[src/sv/hsv_to_cmyk_pixel_convert_macros.svh]
// Assertion macros used by the converter's queue.
`ifndef HSV_TO_CMYK_PIXEL_CONVERT_MACROS_SVH
`define HSV_TO_CMYK_PIXEL_CONVERT_MACROS_SVH
`ifndef SYNTHESIS
// Property that must hold at every rising clock edge out of reset
`define HCC_ASSERT(lbl, clk, rstn, prop, msg) \
  lbl: assert property (@(posedge clk) disable iff (!rstn) prop) else $error(msg);
// Condition that must never be seen out of reset
`define HCC_ASSERT_NEVER(lbl, clk, rstn, cond, msg) \
  lbl: assert property (@(posedge clk) disable iff (!rstn) !(cond)) else $error(msg);
`else
`define HCC_ASSERT(lbl, clk, rstn, prop, msg)
`define HCC_ASSERT_NEVER(lbl, clk, rstn, cond, msg)
`endif
`endif

[src/sv/hcc_pkg.sv]
// Types and constants of the HSV to CMYK converter.
package hcc_pkg;

  // Input ranges
  localparam logic [8:0]  HUE_FULL = 9'd360;
  localparam logic [6:0]  PCT_FULL = 7'd100;
  localparam logic [5:0]  SEC_DEG  = 6'd60;
  localparam logic [12:0] FRAC_FULL = 13'd6000;

  // Reciprocals: x/100 = (x*RECIP100)>>19 for x < 43690,
  // x/6000 = (x*RECIP6000)>>33 for x < 6.1e6
  localparam logic [12:0] RECIP100     = 13'd5243;
  localparam int          RECIP100_SH  = 19;
  localparam logic [20:0] RECIP6000    = 21'd1431656;
  localparam int          RECIP6000_SH = 33;

  // Hue sector codes
  localparam logic [2:0] SEC_0 = 3'd0;
  localparam logic [2:0] SEC_1 = 3'd1;
  localparam logic [2:0] SEC_2 = 3'd2;
  localparam logic [2:0] SEC_3 = 3'd3;
  localparam logic [2:0] SEC_4 = 3'd4;
  localparam logic [2:0] SEC_5 = 3'd5;

  // Queue and divider sizes
  localparam int FIFO_DEPTH = 4;
  localparam int FIFO_AW    = 2;
  localparam int DIV_STEPS  = 8;

  // RGB pixel with its largest channel
  typedef struct packed {
    logic [7:0] mx;
    logic [7:0] b;
    logic [7:0] g;
    logic [7:0] r;
  } hcc_item_t;

  // Queue status
  typedef struct packed {
    logic full;
    logic empty;
  } hcc_fifo_stat_t;

endpackage

[src/sv/hcc_front.sv]
// Front end: HSV to RGB in five pipeline stages, plus the max channel.
module hcc_front (
  input  logic                    clk_i,
  input  logic                    rst_ni,
  input  logic                    valid_i,
  output logic                    ready_o,
  input  logic [8:0]              hue_deg_i,
  input  logic [6:0]              sat_pct_i,
  input  logic [6:0]              val_pct_i,
  input  hcc_pkg::hcc_fifo_stat_t stat_i,
  output logic                    push_o,
  output hcc_pkg::hcc_item_t      item_o
);
  import hcc_pkg::*;

  logic [4:0] vld_q;
  logic       en;

  // stage A signals
  logic [8:0]  h;
  logic [6:0]  s_c, v_c;
  logic [2:0]  sec;
  logic [8:0]  base;
  logic [5:0]  frac;
  logic [2:0]  sec_a_q;
  logic [6:0]  sat_a_q;
  logic [14:0] vx_a_q;
  logic [12:0] sf_a_q, sg_a_q;
  // stage B
  logic [27:0] v8_prod;
  logic [2:0]  sec_b_q;
  logic        grey_b_q;
  logic [7:0]  v8_b_q;
  logic [6:0]  np_b_q;
  logic [12:0] nq_b_q, nt_b_q;
  // stage C
  logic [2:0]  sec_c_q;
  logic        grey_c_q;
  logic [7:0]  v8_c_q;
  logic [14:0] pa_c_q;
  logic [20:0] qa_c_q, ta_c_q;
  // stage D
  logic [27:0] p_prod;
  logic [41:0] q_prod, t_prod;
  logic [2:0]  sec_d_q;
  logic        grey_d_q;
  logic [7:0]  v8_d_q, p_d_q, q_d_q, t_d_q;
  // stage E
  logic [7:0]  r, g, b, mx;
  hcc_item_t   item_q;

  // whole pipeline moves unless the last stage is blocked by a full queue
  assign en      = !vld_q[4] || !stat_i.full;
  assign ready_o = en;
  assign push_o  = vld_q[4] && !stat_i.full;
  assign item_o  = item_q;

  // stage A: wrap and clamp, sector split, small products
  always_comb begin
    h   = (hue_deg_i >= HUE_FULL) ? hue_deg_i - HUE_FULL : hue_deg_i;
    s_c = (sat_pct_i > PCT_FULL) ? PCT_FULL : sat_pct_i;
    v_c = (val_pct_i > PCT_FULL) ? PCT_FULL : val_pct_i;
    if (h >= 9'd300) begin
      sec = SEC_5; base = 9'd300;
    end else if (h >= 9'd240) begin
      sec = SEC_4; base = 9'd240;
    end else if (h >= 9'd180) begin
      sec = SEC_3; base = 9'd180;
    end else if (h >= 9'd120) begin
      sec = SEC_2; base = 9'd120;
    end else if (h >= 9'd60) begin
      sec = SEC_1; base = 9'd60;
    end else begin
      sec = SEC_0; base = 9'd0;
    end
    frac = 6'(h - base);
  end

  // stage B: V8 and the complement terms
  assign v8_prod = 28'(vx_a_q) * 28'(RECIP100);

  // stage D: scale back by 100 and 6000
  assign p_prod = 28'(pa_c_q) * 28'(RECIP100);
  assign q_prod = 42'(qa_c_q) * 42'(RECIP6000);
  assign t_prod = 42'(ta_c_q) * 42'(RECIP6000);

  // stage E: sector mapping and max
  always_comb begin
    if (grey_d_q) begin
      r = v8_d_q; g = v8_d_q; b = v8_d_q;
    end else begin
      unique case (sec_d_q)
        SEC_0:   begin r = v8_d_q; g = t_d_q;  b = p_d_q;  end
        SEC_1:   begin r = q_d_q;  g = v8_d_q; b = p_d_q;  end
        SEC_2:   begin r = p_d_q;  g = v8_d_q; b = t_d_q;  end
        SEC_3:   begin r = p_d_q;  g = q_d_q;  b = v8_d_q; end
        SEC_4:   begin r = t_d_q;  g = p_d_q;  b = v8_d_q; end
        default: begin r = v8_d_q; g = p_d_q;  b = q_d_q;  end
      endcase
    end
    mx = r;
    if (g > mx) mx = g;
    if (b > mx) mx = b;
  end

  // valid bits
  always_ff @(posedge clk_i or negedge rst_ni) begin
    if (!rst_ni) begin
      vld_q <= '0;
    end else if (en) begin
      vld_q <= {vld_q[3:0], valid_i};
    end
  end

  // payload registers
  always_ff @(posedge clk_i) begin
    if (en) begin
      sec_a_q  <= sec;
      sat_a_q  <= s_c;
      vx_a_q   <= {v_c, 8'b0} - {8'b0, v_c};
      sf_a_q   <= 13'(s_c) * 13'(frac);
      sg_a_q   <= 13'(s_c) * 13'(SEC_DEG - frac);

      sec_b_q  <= sec_a_q;
      grey_b_q <= (sat_a_q == '0);
      v8_b_q   <= v8_prod[RECIP100_SH +: 8];
      np_b_q   <= PCT_FULL - sat_a_q;
      nq_b_q   <= FRAC_FULL - sf_a_q;
      nt_b_q   <= FRAC_FULL - sg_a_q;

      sec_c_q  <= sec_b_q;
      grey_c_q <= grey_b_q;
      v8_c_q   <= v8_b_q;
      pa_c_q   <= 15'(v8_b_q) * 15'(np_b_q);
      qa_c_q   <= 21'(v8_b_q) * 21'(nq_b_q);
      ta_c_q   <= 21'(v8_b_q) * 21'(nt_b_q);

      sec_d_q  <= sec_c_q;
      grey_d_q <= grey_c_q;
      v8_d_q   <= v8_c_q;
      p_d_q    <= p_prod[RECIP100_SH +: 8];
      q_d_q    <= q_prod[RECIP6000_SH +: 8];
      t_d_q    <= t_prod[RECIP6000_SH +: 8];

      item_q   <= '{mx: mx, b: b, g: g, r: r};
    end
  end

endmodule

[src/sv/hcc_fifo.sv]
// Short queue between the front end and the divider back end.
`include "hsv_to_cmyk_pixel_convert_macros.svh"
module hcc_fifo (
  input  logic                    clk_i,
  input  logic                    rst_ni,
  input  logic                    push_i,
  input  hcc_pkg::hcc_item_t      item_i,
  input  logic                    pop_i,
  output hcc_pkg::hcc_item_t      item_o,
  output hcc_pkg::hcc_fifo_stat_t stat_o
);
  import hcc_pkg::*;

  hcc_item_t            mem_q [FIFO_DEPTH];
  logic [FIFO_AW-1:0]   wr_ptr_q, rd_ptr_q;
  logic [FIFO_AW:0]     cnt_q;

  assign stat_o.full  = (cnt_q == (FIFO_AW+1)'(FIFO_DEPTH));
  assign stat_o.empty = (cnt_q == '0);
  assign item_o       = mem_q[rd_ptr_q];

  // pointers and fill count
  always_ff @(posedge clk_i or negedge rst_ni) begin
    if (!rst_ni) begin
      wr_ptr_q <= '0;
      rd_ptr_q <= '0;
      cnt_q    <= '0;
    end else begin
      if (push_i) wr_ptr_q <= wr_ptr_q + 1'b1;
      if (pop_i)  rd_ptr_q <= rd_ptr_q + 1'b1;
      case ({push_i, pop_i})
        2'b10:   cnt_q <= cnt_q + 1'b1;
        2'b01:   cnt_q <= cnt_q - 1'b1;
        default: cnt_q <= cnt_q;
      endcase
    end
  end

  // storage
  always_ff @(posedge clk_i) begin
    if (push_i) mem_q[wr_ptr_q] <= item_i;
  end

  `HCC_ASSERT_NEVER(a_no_overflow, clk_i, rst_ni, push_i && stat_o.full, "push into full queue")
  `HCC_ASSERT_NEVER(a_no_underflow, clk_i, rst_ni, pop_i && stat_o.empty, "pop from empty queue")
  `HCC_ASSERT(a_cnt_range, clk_i, rst_ni, cnt_q <= (FIFO_AW+1)'(FIFO_DEPTH), "count out of range")
  `HCC_ASSERT(a_ptr_gap, clk_i, rst_ni, (wr_ptr_q - rd_ptr_q) == cnt_q[FIFO_AW-1:0], "pointers disagree with count")

endmodule

[src/sv/hcc_back.sv]
// Back end: CMY by a pipelined restoring divider, one quotient bit a stage.
module hcc_back (
  input  logic                    clk_i,
  input  logic                    rst_ni,
  input  hcc_pkg::hcc_fifo_stat_t stat_i,
  input  hcc_pkg::hcc_item_t      item_i,
  output logic                    pop_o,
  output logic                    valid_o,
  input  logic                    ready_i,
  output logic [7:0]              cyan_o,
  output logic [7:0]              magenta_o,
  output logic [7:0]              yellow_o,
  output logic [7:0]              black_o
);
  import hcc_pkg::*;

  logic [DIV_STEPS:0] vld_q;
  logic [15:0]        rem_q [DIV_STEPS+1][3];
  logic [15:0]        rem_d [DIV_STEPS+1][3];
  logic [7:0]         quo_q [DIV_STEPS+1][3];
  logic [7:0]         quo_d [DIV_STEPS+1][3];
  logic [7:0]         mx_q  [DIV_STEPS+1];
  logic [7:0]         ch    [3];
  logic [7:0]         diff  [3];
  logic [15:0]        dsr;
  logic               en;

  assign en      = !vld_q[DIV_STEPS] || ready_i;
  assign pop_o   = en && !stat_i.empty;
  assign valid_o = vld_q[DIV_STEPS];

  // load: dividend (max - ch) * 255, then one restoring step per stage
  always_comb begin
    ch[0] = item_i.r;
    ch[1] = item_i.g;
    ch[2] = item_i.b;
    for (int c = 0; c < 3; c++) begin
      diff[c]     = item_i.mx - ch[c];
      rem_d[0][c] = {diff[c], 8'b0} - {8'b0, diff[c]};
      quo_d[0][c] = '0;
    end
    dsr = '0;
    for (int st = 0; st < DIV_STEPS; st++) begin
      dsr = 16'(mx_q[st]) << (DIV_STEPS - 1 - st);
      for (int c = 0; c < 3; c++) begin
        if (rem_q[st][c] >= dsr) begin
          rem_d[st+1][c] = rem_q[st][c] - dsr;
          quo_d[st+1][c] = {quo_q[st][c][6:0], 1'b1};
        end else begin
          rem_d[st+1][c] = rem_q[st][c];
          quo_d[st+1][c] = {quo_q[st][c][6:0], 1'b0};
        end
      end
    end
  end

  always_ff @(posedge clk_i or negedge rst_ni) begin
    if (!rst_ni) begin
      vld_q <= '0;
    end else if (en) begin
      vld_q <= {vld_q[DIV_STEPS-1:0], !stat_i.empty};
    end
  end

  always_ff @(posedge clk_i) begin
    if (en) begin
      mx_q[0] <= item_i.mx;
      for (int st = 1; st <= DIV_STEPS; st++) begin
        mx_q[st] <= mx_q[st-1];
      end
      for (int st = 0; st <= DIV_STEPS; st++) begin
        for (int c = 0; c < 3; c++) begin
          rem_q[st][c] <= rem_d[st][c];
          quo_q[st][c] <= quo_d[st][c];
        end
      end
    end
  end

  // a black pixel has no hue: cyan, magenta and yellow are zero
  assign cyan_o    = (mx_q[DIV_STEPS] == '0) ? '0 : quo_q[DIV_STEPS][0];
  assign magenta_o = (mx_q[DIV_STEPS] == '0) ? '0 : quo_q[DIV_STEPS][1];
  assign yellow_o  = (mx_q[DIV_STEPS] == '0) ? '0 : quo_q[DIV_STEPS][2];
  assign black_o   = 8'd255 - mx_q[DIV_STEPS];

endmodule

[src/sv/hsv_to_cmyk_pixel_convert.sv]
// Top level of the HSV to CMYK pixel converter.
//
//   channel  direction  tdata fields (low bit first)
//   s_axis   in         hue_deg[8:0], sat_pct[15:9], val_pct[22:16], zero[23]
//   m_axis   out        cyan[7:0], magenta[15:8], yellow[23:16], black[31:24]
//
// One pixel a clock sustained while the receiver is ready.
// Front end: five stages, the widest being the 21x21 multiply by 1/6000.
// The queue write is registered; the back end then pops the entry into its load stage.
// Back end: load stage plus eight restoring divider stages by max, the last one
// being the output register.
// A four-entry queue sits between; each half stalls on its own.
// Reset clears valid bits, queue pointers and the fill count only.
module hsv_to_cmyk_pixel_convert (
  input  logic        clk_i,
  input  logic        rst_ni,
  input  logic        s_axis_tvalid_i,
  output logic        s_axis_tready_o,
  input  logic [23:0] s_axis_tdata_i,  // hue_deg, sat_pct, val_pct, pad
  output logic        m_axis_tvalid_o,
  input  logic        m_axis_tready_i,
  output logic [31:0] m_axis_tdata_o   // cyan, magenta, yellow, black
);
  import hcc_pkg::*;

  hcc_fifo_stat_t stat;
  hcc_item_t      fr_item, q_item;
  logic           push, pop;
  logic [7:0]     cyan, magenta, yellow, black;

  hcc_front u_front (
    .clk_i     (clk_i),
    .rst_ni    (rst_ni),
    .valid_i   (s_axis_tvalid_i),
    .ready_o   (s_axis_tready_o),
    .hue_deg_i (s_axis_tdata_i[8:0]),
    .sat_pct_i (s_axis_tdata_i[15:9]),
    .val_pct_i (s_axis_tdata_i[22:16]),
    .stat_i    (stat),
    .push_o    (push),
    .item_o    (fr_item)
  );

  hcc_fifo u_fifo (
    .clk_i  (clk_i),
    .rst_ni (rst_ni),
    .push_i (push),
    .item_i (fr_item),
    .pop_i  (pop),
    .item_o (q_item),
    .stat_o (stat)
  );

  hcc_back u_back (
    .clk_i     (clk_i),
    .rst_ni    (rst_ni),
    .stat_i    (stat),
    .item_i    (q_item),
    .pop_o     (pop),
    .valid_o   (m_axis_tvalid_o),
    .ready_i   (m_axis_tready_i),
    .cyan_o    (cyan),
    .magenta_o (magenta),
    .yellow_o  (yellow),
    .black_o   (black)
  );

  assign m_axis_tdata_o = {black, yellow, magenta, cyan};

endmodule

[config.mk]
export PLATFORM = sky130hd
export DESIGN_NAME = hsv_to_cmyk_pixel_convert
export DESIGN_NICKNAME = d
export VERILOG_FILES = /design/src/sv/hcc_pkg.sv /design/src/sv/hcc_front.sv /design/src/sv/hcc_fifo.sv /design/src/sv/hcc_back.sv /design/src/sv/hsv_to_cmyk_pixel_convert.sv
export VERILOG_INCLUDE_DIRS = /design/src /design/src/sv
export SDC_FILE = /design/constraint.sdc
export NUM_CORES = 2
export LEC_CHECK = 0
export BUFFER_PORTS_ARGS = -buffer_cell sky130_fd_sc_hd__buf_2
export CAP_MARGIN = 25
export CORE_ASPECT_RATIO = 1.1
export CORE_UTILIZATION = 40
export DETAILED_ROUTE_END_ITERATION = 10
export PLACE_DENSITY_LB_ADDON = 0.2
export SYNTH_ARGS = -nofsm -noshare
export SYNTH_HDL_FRONTEND = slang
export SYNTH_SLANG_ARGS = --single-unit
[constraint.sdc]
create_clock -name clk_i -period 26.8 [get_ports clk_i]
set_clock_uncertainty 0.15 [all_clocks]
set_input_delay 5.36 -clock clk_i [delete_from_list [all_inputs] [get_ports clk_i]]
set_output_delay 5.36 -clock clk_i [all_outputs]
set_load 0.02 [all_outputs]
* Word level (Yosys, flattened, before mapping)
Memory sizes are Yosys's and may differ from the RTL's. Index checks and enable logic that the tools add are counted.
Storage, ports and cells: memories 4, output and inout bits 34, input port bits 28, bits in registers 254, RAM bits 848, logic and storage cells 223
Memories:
- u_back.rem_q | words 9, width 48, rd ports 8, clocked after Yosys merged registers in 0, wr ports 9, line hcc_back.sv:18 | logic [15:0] rem_q [DIV_STEPS+1][3];
- u_back.quo_q | words 9, width 24, rd ports 9, clocked after Yosys merged registers in 0, wr ports 9, line hcc_back.sv:20 | logic [7:0] quo_q [DIV_STEPS+1][3];
- u_fifo.mem_q | words 4, width 32, rd ports 1, clocked after Yosys merged registers in 0, wr ports 1, line hcc_fifo.sv:14 | hcc_item_t mem_q [FIFO_DEPTH];
- u_back.mx_q | words 9, width 8, rd ports 9, clocked after Yosys merged registers in 0, wr ports 9, line hcc_back.sv:22 | logic [7:0] mx_q [DIV_STEPS+1];
Cells by class: muxes and demuxes 76, order comparisons 34, add/subtract/negate cells 42, multipliers 9, equality and inequality tests 7, reductions and logical operators 18
Operators with widths (count):
- 2-to-1 mux 16 bit | 24
- subtractor 16 x 8 -> 16 bit | 6
- multiplier 21 x 18 -> 38 bit (second input constant) | 2
- one-hot mux 8 bit (3 select lines) | 3
- 2-to-1 mux 8 bit | 8
- multiplier 15 x 13 -> 27 bit (second input constant) | 2
- >= comparator 16 x 10 -> 1 bit | 3
- >= comparator 16 x 11 -> 1 bit | 3
- >= comparator 16 x 12 -> 1 bit | 3
- >= comparator 16 x 13 -> 1 bit | 3
- >= comparator 16 x 14 -> 1 bit | 3
- >= comparator 16 x 15 -> 1 bit | 3
- >= comparator 16 x 8 -> 1 bit | 3
- >= comparator 16 x 9 -> 1 bit | 3
- subtractor 16 x 10 -> 16 bit | 3
- subtractor 16 x 11 -> 16 bit | 3
- subtractor 16 x 12 -> 16 bit | 3
- subtractor 16 x 13 -> 16 bit | 3
- subtractor 16 x 14 -> 16 bit | 3
- subtractor 16 x 15 -> 16 bit | 3
- subtractor 16 x 9 -> 16 bit | 3
- multiplier 8 x 13 -> 21 bit | 2
- 2-to-1 mux 1 bit | 30
- 2-to-1 mux 6 bit | 5
- other kinds (37) | 59

* Depth between registers and ports, before layout
depth in word-level cells 11, mapped depth 34, mapped depth without buffers 34

* By module
From an unflattened synthesis, not the netlist that was laid out.
Unflattened totals: cell total of the unflattened synthesis 6637, area, all modules 75509.9 µm²
By module, submodules not included:
- hcc_front | cells each 3837, instances 1, area an instance 39559.2 µm², seq. area each 7031.7 µm²
- hcc_back | cells each 2595, instances 1, area an instance 30887.1 µm², seq. area each 17161.5 µm²
- hcc_fifo | cells each 205, instances 1, area an instance 5063.6 µm², seq. area each 4018.9 µm²

* Worst setup path after synthesis
OpenSTA, ideal clock, no wires.
path type input-to-reg, start point in m_axis_tready_i, end point reg u_fifo.cnt_q[2], stages 10, setup time 79 ps, arrival time 23458 ps, slack 3113 ps, data required time 26571 ps, buffers on the path 1, cell sequence nand2b_1 > clkbuf_1 > inv_1 > nor2_1 > ha_1 > inv_1 > fa_1 > xor2_1 > nor2_1 > xor2_1
Between the ends: word-level cells in the longest chain between the ends 4, elaborated cells between the ends (all ways) 6, those cells by class eq/ne: 2; mux: 1; reduce/logical: 3
RTL lines:
- start, declared | line hsv_to_cmyk_pixel_convert.sv:21 | input logic m_axis_tready_i,
- logical OR 1 bit (*) | line hcc_back.sv:28 | assign en = !vld_q[DIV_STEPS] || ready_i;
- via u_back.en | line hcc_back.sv:26 | logic en;
- logical AND 1 bit (*) | line hcc_back.sv:29 | assign pop_o = en && !stat_i.empty;
- via pop | line hsv_to_cmyk_pixel_convert.sv:28 | logic push, pop;
- equality test 2 x 1 -> 1 bit / equality test 2 bit (equally long branches) | line hcc_fifo.sv:31 | case ({push_i, pop_i})
- one-hot mux 3 bit (2 select lines) / nonzero test 2 bit (equally long branches)
- end signal, assigned | line hcc_fifo.sv:32 | 2'b10: cnt_q <= cnt_q + 1'b1;
- end signal, assigned | line hcc_fifo.sv:33 | 2'b01: cnt_q <= cnt_q - 1'b1;
- end signal, assigned | line hcc_fifo.sv:34 | default: cnt_q <= cnt_q;
- end, declared | line hcc_fifo.sv:16 | logic [FIFO_AW:0] cnt_q;
The timed path passes the listed nets; every way through them passes the cells marked *. A chain may end at the register's enable or synchronous reset.

* Worst setup path after layout
start point in s_axis_tdata_i[3], end point reg u_front.sg_a_q[12] (data pin)
Between the ends: word-level cells in the longest chain between the ends 11, elaborated cells between the ends (all ways) 16, those cells by class add/sub: 3; mul: 1; order compare: 6; mux: 6
RTL lines:
- start, declared | line hsv_to_cmyk_pixel_convert.sv:19 | input logic [23:0] s_axis_tdata_i,
- subtractor 9 bit / >= comparator 9 bit (equally long branches) | line hcc_front.sv:60 | h = (hue_deg_i >= HUE_FULL) ? hue_deg_i - HUE_FULL : hue_deg_i;
- 2-to-1 mux 9 bit (*) | line hcc_front.sv:60
- >= comparator 9 x 6 -> 1 bit | line hcc_front.sv:71 | end else if (h >= 9'd60) begin
- 2-to-1 mux 6 bit | line hcc_front.sv:71
- 2-to-1 mux 6 bit | line hcc_front.sv:69 | end else if (h >= 9'd120) begin
- 2-to-1 mux 6 bit | line hcc_front.sv:67 | end else if (h >= 9'd180) begin
- 2-to-1 mux 6 bit | line hcc_front.sv:65 | end else if (h >= 9'd240) begin
- 2-to-1 mux 6 bit | line hcc_front.sv:63 | if (h >= 9'd300) begin
- subtractor 6 bit (*) | line hcc_front.sv:76 | frac = 6'(h - base);
- subtractor 6 x 6 -> 7 bit (*) | line hcc_front.sv:122 | sg_a_q <= 13'(s_c) * 13'(SEC_DEG - frac);
- multiplier 7 x 13 -> 13 bit (*) | line hcc_front.sv:122
- end signal, assigned | line hcc_front.sv:122
- end, declared | line hcc_front.sv:28 | logic [12:0] sf_a_q, sg_a_q;
Mark *: on every way between the ends. The rest lies on a longest branch, timed or not.

==> metrics.md <==
| Metric | Value |
|---|---|
| WHS Endpoint | u_back.quo_q[8][23] |
| Asr flop ratio synth | 2.23% |
| Post-CTS Hold Buffers | 0 |
| FP Rows | 165 |
| Period utilization | 48.8% |
| Placed Cells | 8960 |
| CTS tree | done |
| Reg-to-Reg Start | u_front.sec_d_q[1] |
| CTS H-tree depth | 3 |
| Ant. Diodes | 0 |
| Critical-path top delay cell | fa_1 |
| Tot GR Track Use | 16.1% |
| Crit Path Class | primary input to flip-flop |
| Hold Startpoint | u_back.quo_q[7][22] |
| CTS Root Cell | clkbuf_16 |
| Hold depth | 0 |
| Layout cells sized above 1 | 5.77% |
| Cell Area, Synth | 74600 µm² |
| Global-route wire length before repair | 243000 µm |
| Final Hold Fails | 0 |
| Die span in x | 414 µm |
| DPL Wire Length | 119000 µm |
| Final setup violation count | 0 |
| Crit end category | flip-flop |
| R2R cell count | 27 |
| Max-cap violations | 0 |
| Die area | 188000 µm² |
| Initial antenna violation count | 0 |
| Register-to-register setup slack | 19970 ps |
| CP Launch Type | primary input |
| WP data required | 27110 ps |
| Gpl congestion | 0.859 |
| WL/cell | 16.2 µm |
| Warnings, synthesis | 0 |
| Dpl cell area | 77900 µm² |
| # IOs | 62 |
| DRT antenna net count | 0 |
| Crit-path max cell delay | 870 ps |
| Sequential fraction of the synthesis area | 37.8% |
| Post-route cell area | 81300 µm² |
| Max-slew violations | 0 |
| CTS Sinks | 943 |
| Ys flop type | edfxtp_1 |
| Vias | 45000 |
| Pre-Repair DR Iteration Count | 5 |
| Fmax achieved | 76.5 MHz |
| Area grow syn2layout | 8.92% |
| R2r endpoint | u_front.item_o[29] |
| Initial Util | 40.4% |
| Post-CTS setup buffer count | 0 |
| Final hold slack | 234 ps |
| Critical path data arrival time | 13380 ps |
| Worst slew pin tran | 977 ps |
| Vias per std cell | 4.91 |
| DRC viols | 0 |
| Post-route insts no fill | 9157 |
| Starting DRT DRC Count | 2125 |
| Mapped Cells | 6531 |
| Most frequent CP cell | inv_1 |
| Cell accounting for the most synthesized area | edfxtp_1 |
| Die height | 455 µm |
| Max-slew headroom | 34.0% |
| Vias in the first global route | 47400 |
| Post-synth EDFFs | 922 |
| CTS Buf Count | 103 |
| Top post-synthesis cells by area | edfxtp_1, fa_1, ha_1 |
| CORE AREA | 185000 µm² |
| Drt total wl | 148000 µm |
| Post-route minimum period | 13080 ps |
| Mapped Nets | 8137 |
| Buffers on Ports | 60 |
| Post_cts resized | 0 |
| Clock transition at the registers of the reported paths | 60 ps |
| Status | complete, no violations |
| Setup TNS | 0 ps |
| Hold WC Path Type | flip-flop to flip-flop |
| Syn_area_per_cell | 11.4 µm² |
| Largest net degree at the start of global routing | 147 |
| Clk Latency, worst-skew pair | 760 ps |
| Deepest clock path buffer count | 3 |
| CP Max Fanout | 11 |
| RSZ-0062 raised after global routing | false |
| Yosys reg bits | 943 |
| Synth top area share | 37.1% |
| Total grt overflow | 0 |
| Synth unique cells | 91 |
| Nets | 8253 |
## through the flow
step                util [%]  setup WS (ps)
floorplan                  -           3110
global placement        42.2          12530
detailed placement      42.2          12930
CTS                     44.0          13700
global route            44.0          13240
finish                  44.0          13720
## cell usage after synthesis (7+ instances only)
cell type / count
nand3b_1: 7
o21ai_1: 10
ha_1: 929
o21ai_0: 205
o211ai_1: 18
a21oi_1: 245
nand4_1: 35
nand2_1: 391
nand4b_1: 10
nand2b_1: 67
xor2_1: 122
or4_1: 11
o31ai_1: 29
o21a_1: 42
mux2i_1: 39
nor2_1: 371
nor3_1: 92
inv_1: 1212
edfxtp_1: 922
clkbuf_1: 71
a21o_1: 78
a2111oi_0: 7
nand3_1: 54
or2_2: 17
o22ai_1: 10
mux4_2: 32
dfrtp_1: 21
buf_2: 10
a22oi_1: 8
o21bai_1: 22
fa_1: 649
a211oi_1: 19
a31oi_1: 24
or3_1: 24
and3_1: 11
nor4_1: 33
mux2_2: 45
nor2b_1: 75
xnor2_1: 214
and2_1: 182
a21boi_0: 40
nor3b_1: 9
## worst max-delay path by stage
| stage | from | to | cells after the start |
|---|---|---|---|
| after global placement | s_axis_tdata_i[3] | u_front.sg_a_q[12] | 33 |
| final | s_axis_tdata_i[3] | u_front.sg_a_q[12] | 34 |
| after detailed placement | s_axis_tdata_i[3] | u_front.sg_a_q[12] | 34 |
| after CTS | s_axis_tdata_i[3] | u_front.sg_a_q[12] | 34 |
| after global routing | s_axis_tdata_i[3] | u_front.sg_a_q[12] | 34 |
| after floorplan | m_axis_tready_i | u_fifo.cnt_q[2] | 10 |
## per-layer routing
layer,share of wire (%),track usage (%),vias to the layer above
met3,2.8,1.76,201
met4,2.6,4.84,0
li1,-,-,22300
met5,0,0,-
met1,43,19.9,21900
met2,51,29.5,595
## cell usage in the layout, fill, tap and decap left out, types with 33 or more instances in the layout
| master | count |
|---|---|
| a21o_1 | 78 |
| fa_1 | 649 |
| nor2_1 | 371 |
| a21boi_0 | 40 |
| o21ai_0 | 205 |
| a21oi_1 | 245 |
| nor2b_1 | 75 |
| and2_1 | 182 |
| o21a_1 | 42 |
| xor2_1 | 122 |
| buf_4 | 33 |
| ha_1 | 929 |
| nand2_1 | 391 |
| nand4_1 | 35 |
| inv_1 | 1211 |
| nor4_1 | 33 |
| nor3_1 | 92 |
| mux2i_1 | 39 |
| nand2b_1 | 66 |
| clkbuf_16 | 103 |
| mux2_2 | 45 |
| edfxtp_1 | 922 |
| nand3_1 | 54 |
| buf_2 | 62 |
| xnor2_1 | 214 |
## sequential cells by signal, summed over array words and instances (netlist names), 13 cells and up
name,cells
u_front.vx_a_q,15
u_back.quo_q,108
u_back.mx_q,72
u_fifo.mem_q,128
u_front.item_o,32
u_front.nt_b_q,13
u_front.ta_c_q,21
u_front.sg_a_q,13
u_back.rem_q,384
u_front.pa_c_q,15
u_front.qa_c_q,20
## logic make-up (layout without fill, tap and decap cells)
logic type               count (synthesis)  count (layout)  share of synthesized area [%]
flip-flops                             943             943                           37.8
AO/OA/AOI/OAI                          825             825                           6.97
multiplexers                           117             117                           2.20
AND/OR/NAND/NOR                       1423            1423                           9.43
buffers and inverters                 1307            1512                           6.60
XOR/XNOR                               338             338                           4.00
adder cells (fa/ha/maj)               1578            1578                           33.0
## critical path: cells and delay by family
family | cells | cell delay [ps]
xor gates and xnor gates | 3 | 720
and+or+nand+nor | 8 | 1190
buffers and inverters | 8 | 840
AOI/OAI and AO/OA | 7 | 1600
adders and majority gates | 8 | 3680
## area by class of cell
class,instances,area [µm²]
fill,17400,103000
tap,2421,3030
clock buffer,121,2650
inverter,1218,4580
timing repair buffer,100,648
clock inverter,73,663
multi-input combinational,4281,41500
sequential,943,28200
Power is not shown: default switching activity piles up to over one toggle a cycle in this logic, so the estimate is an artifact.
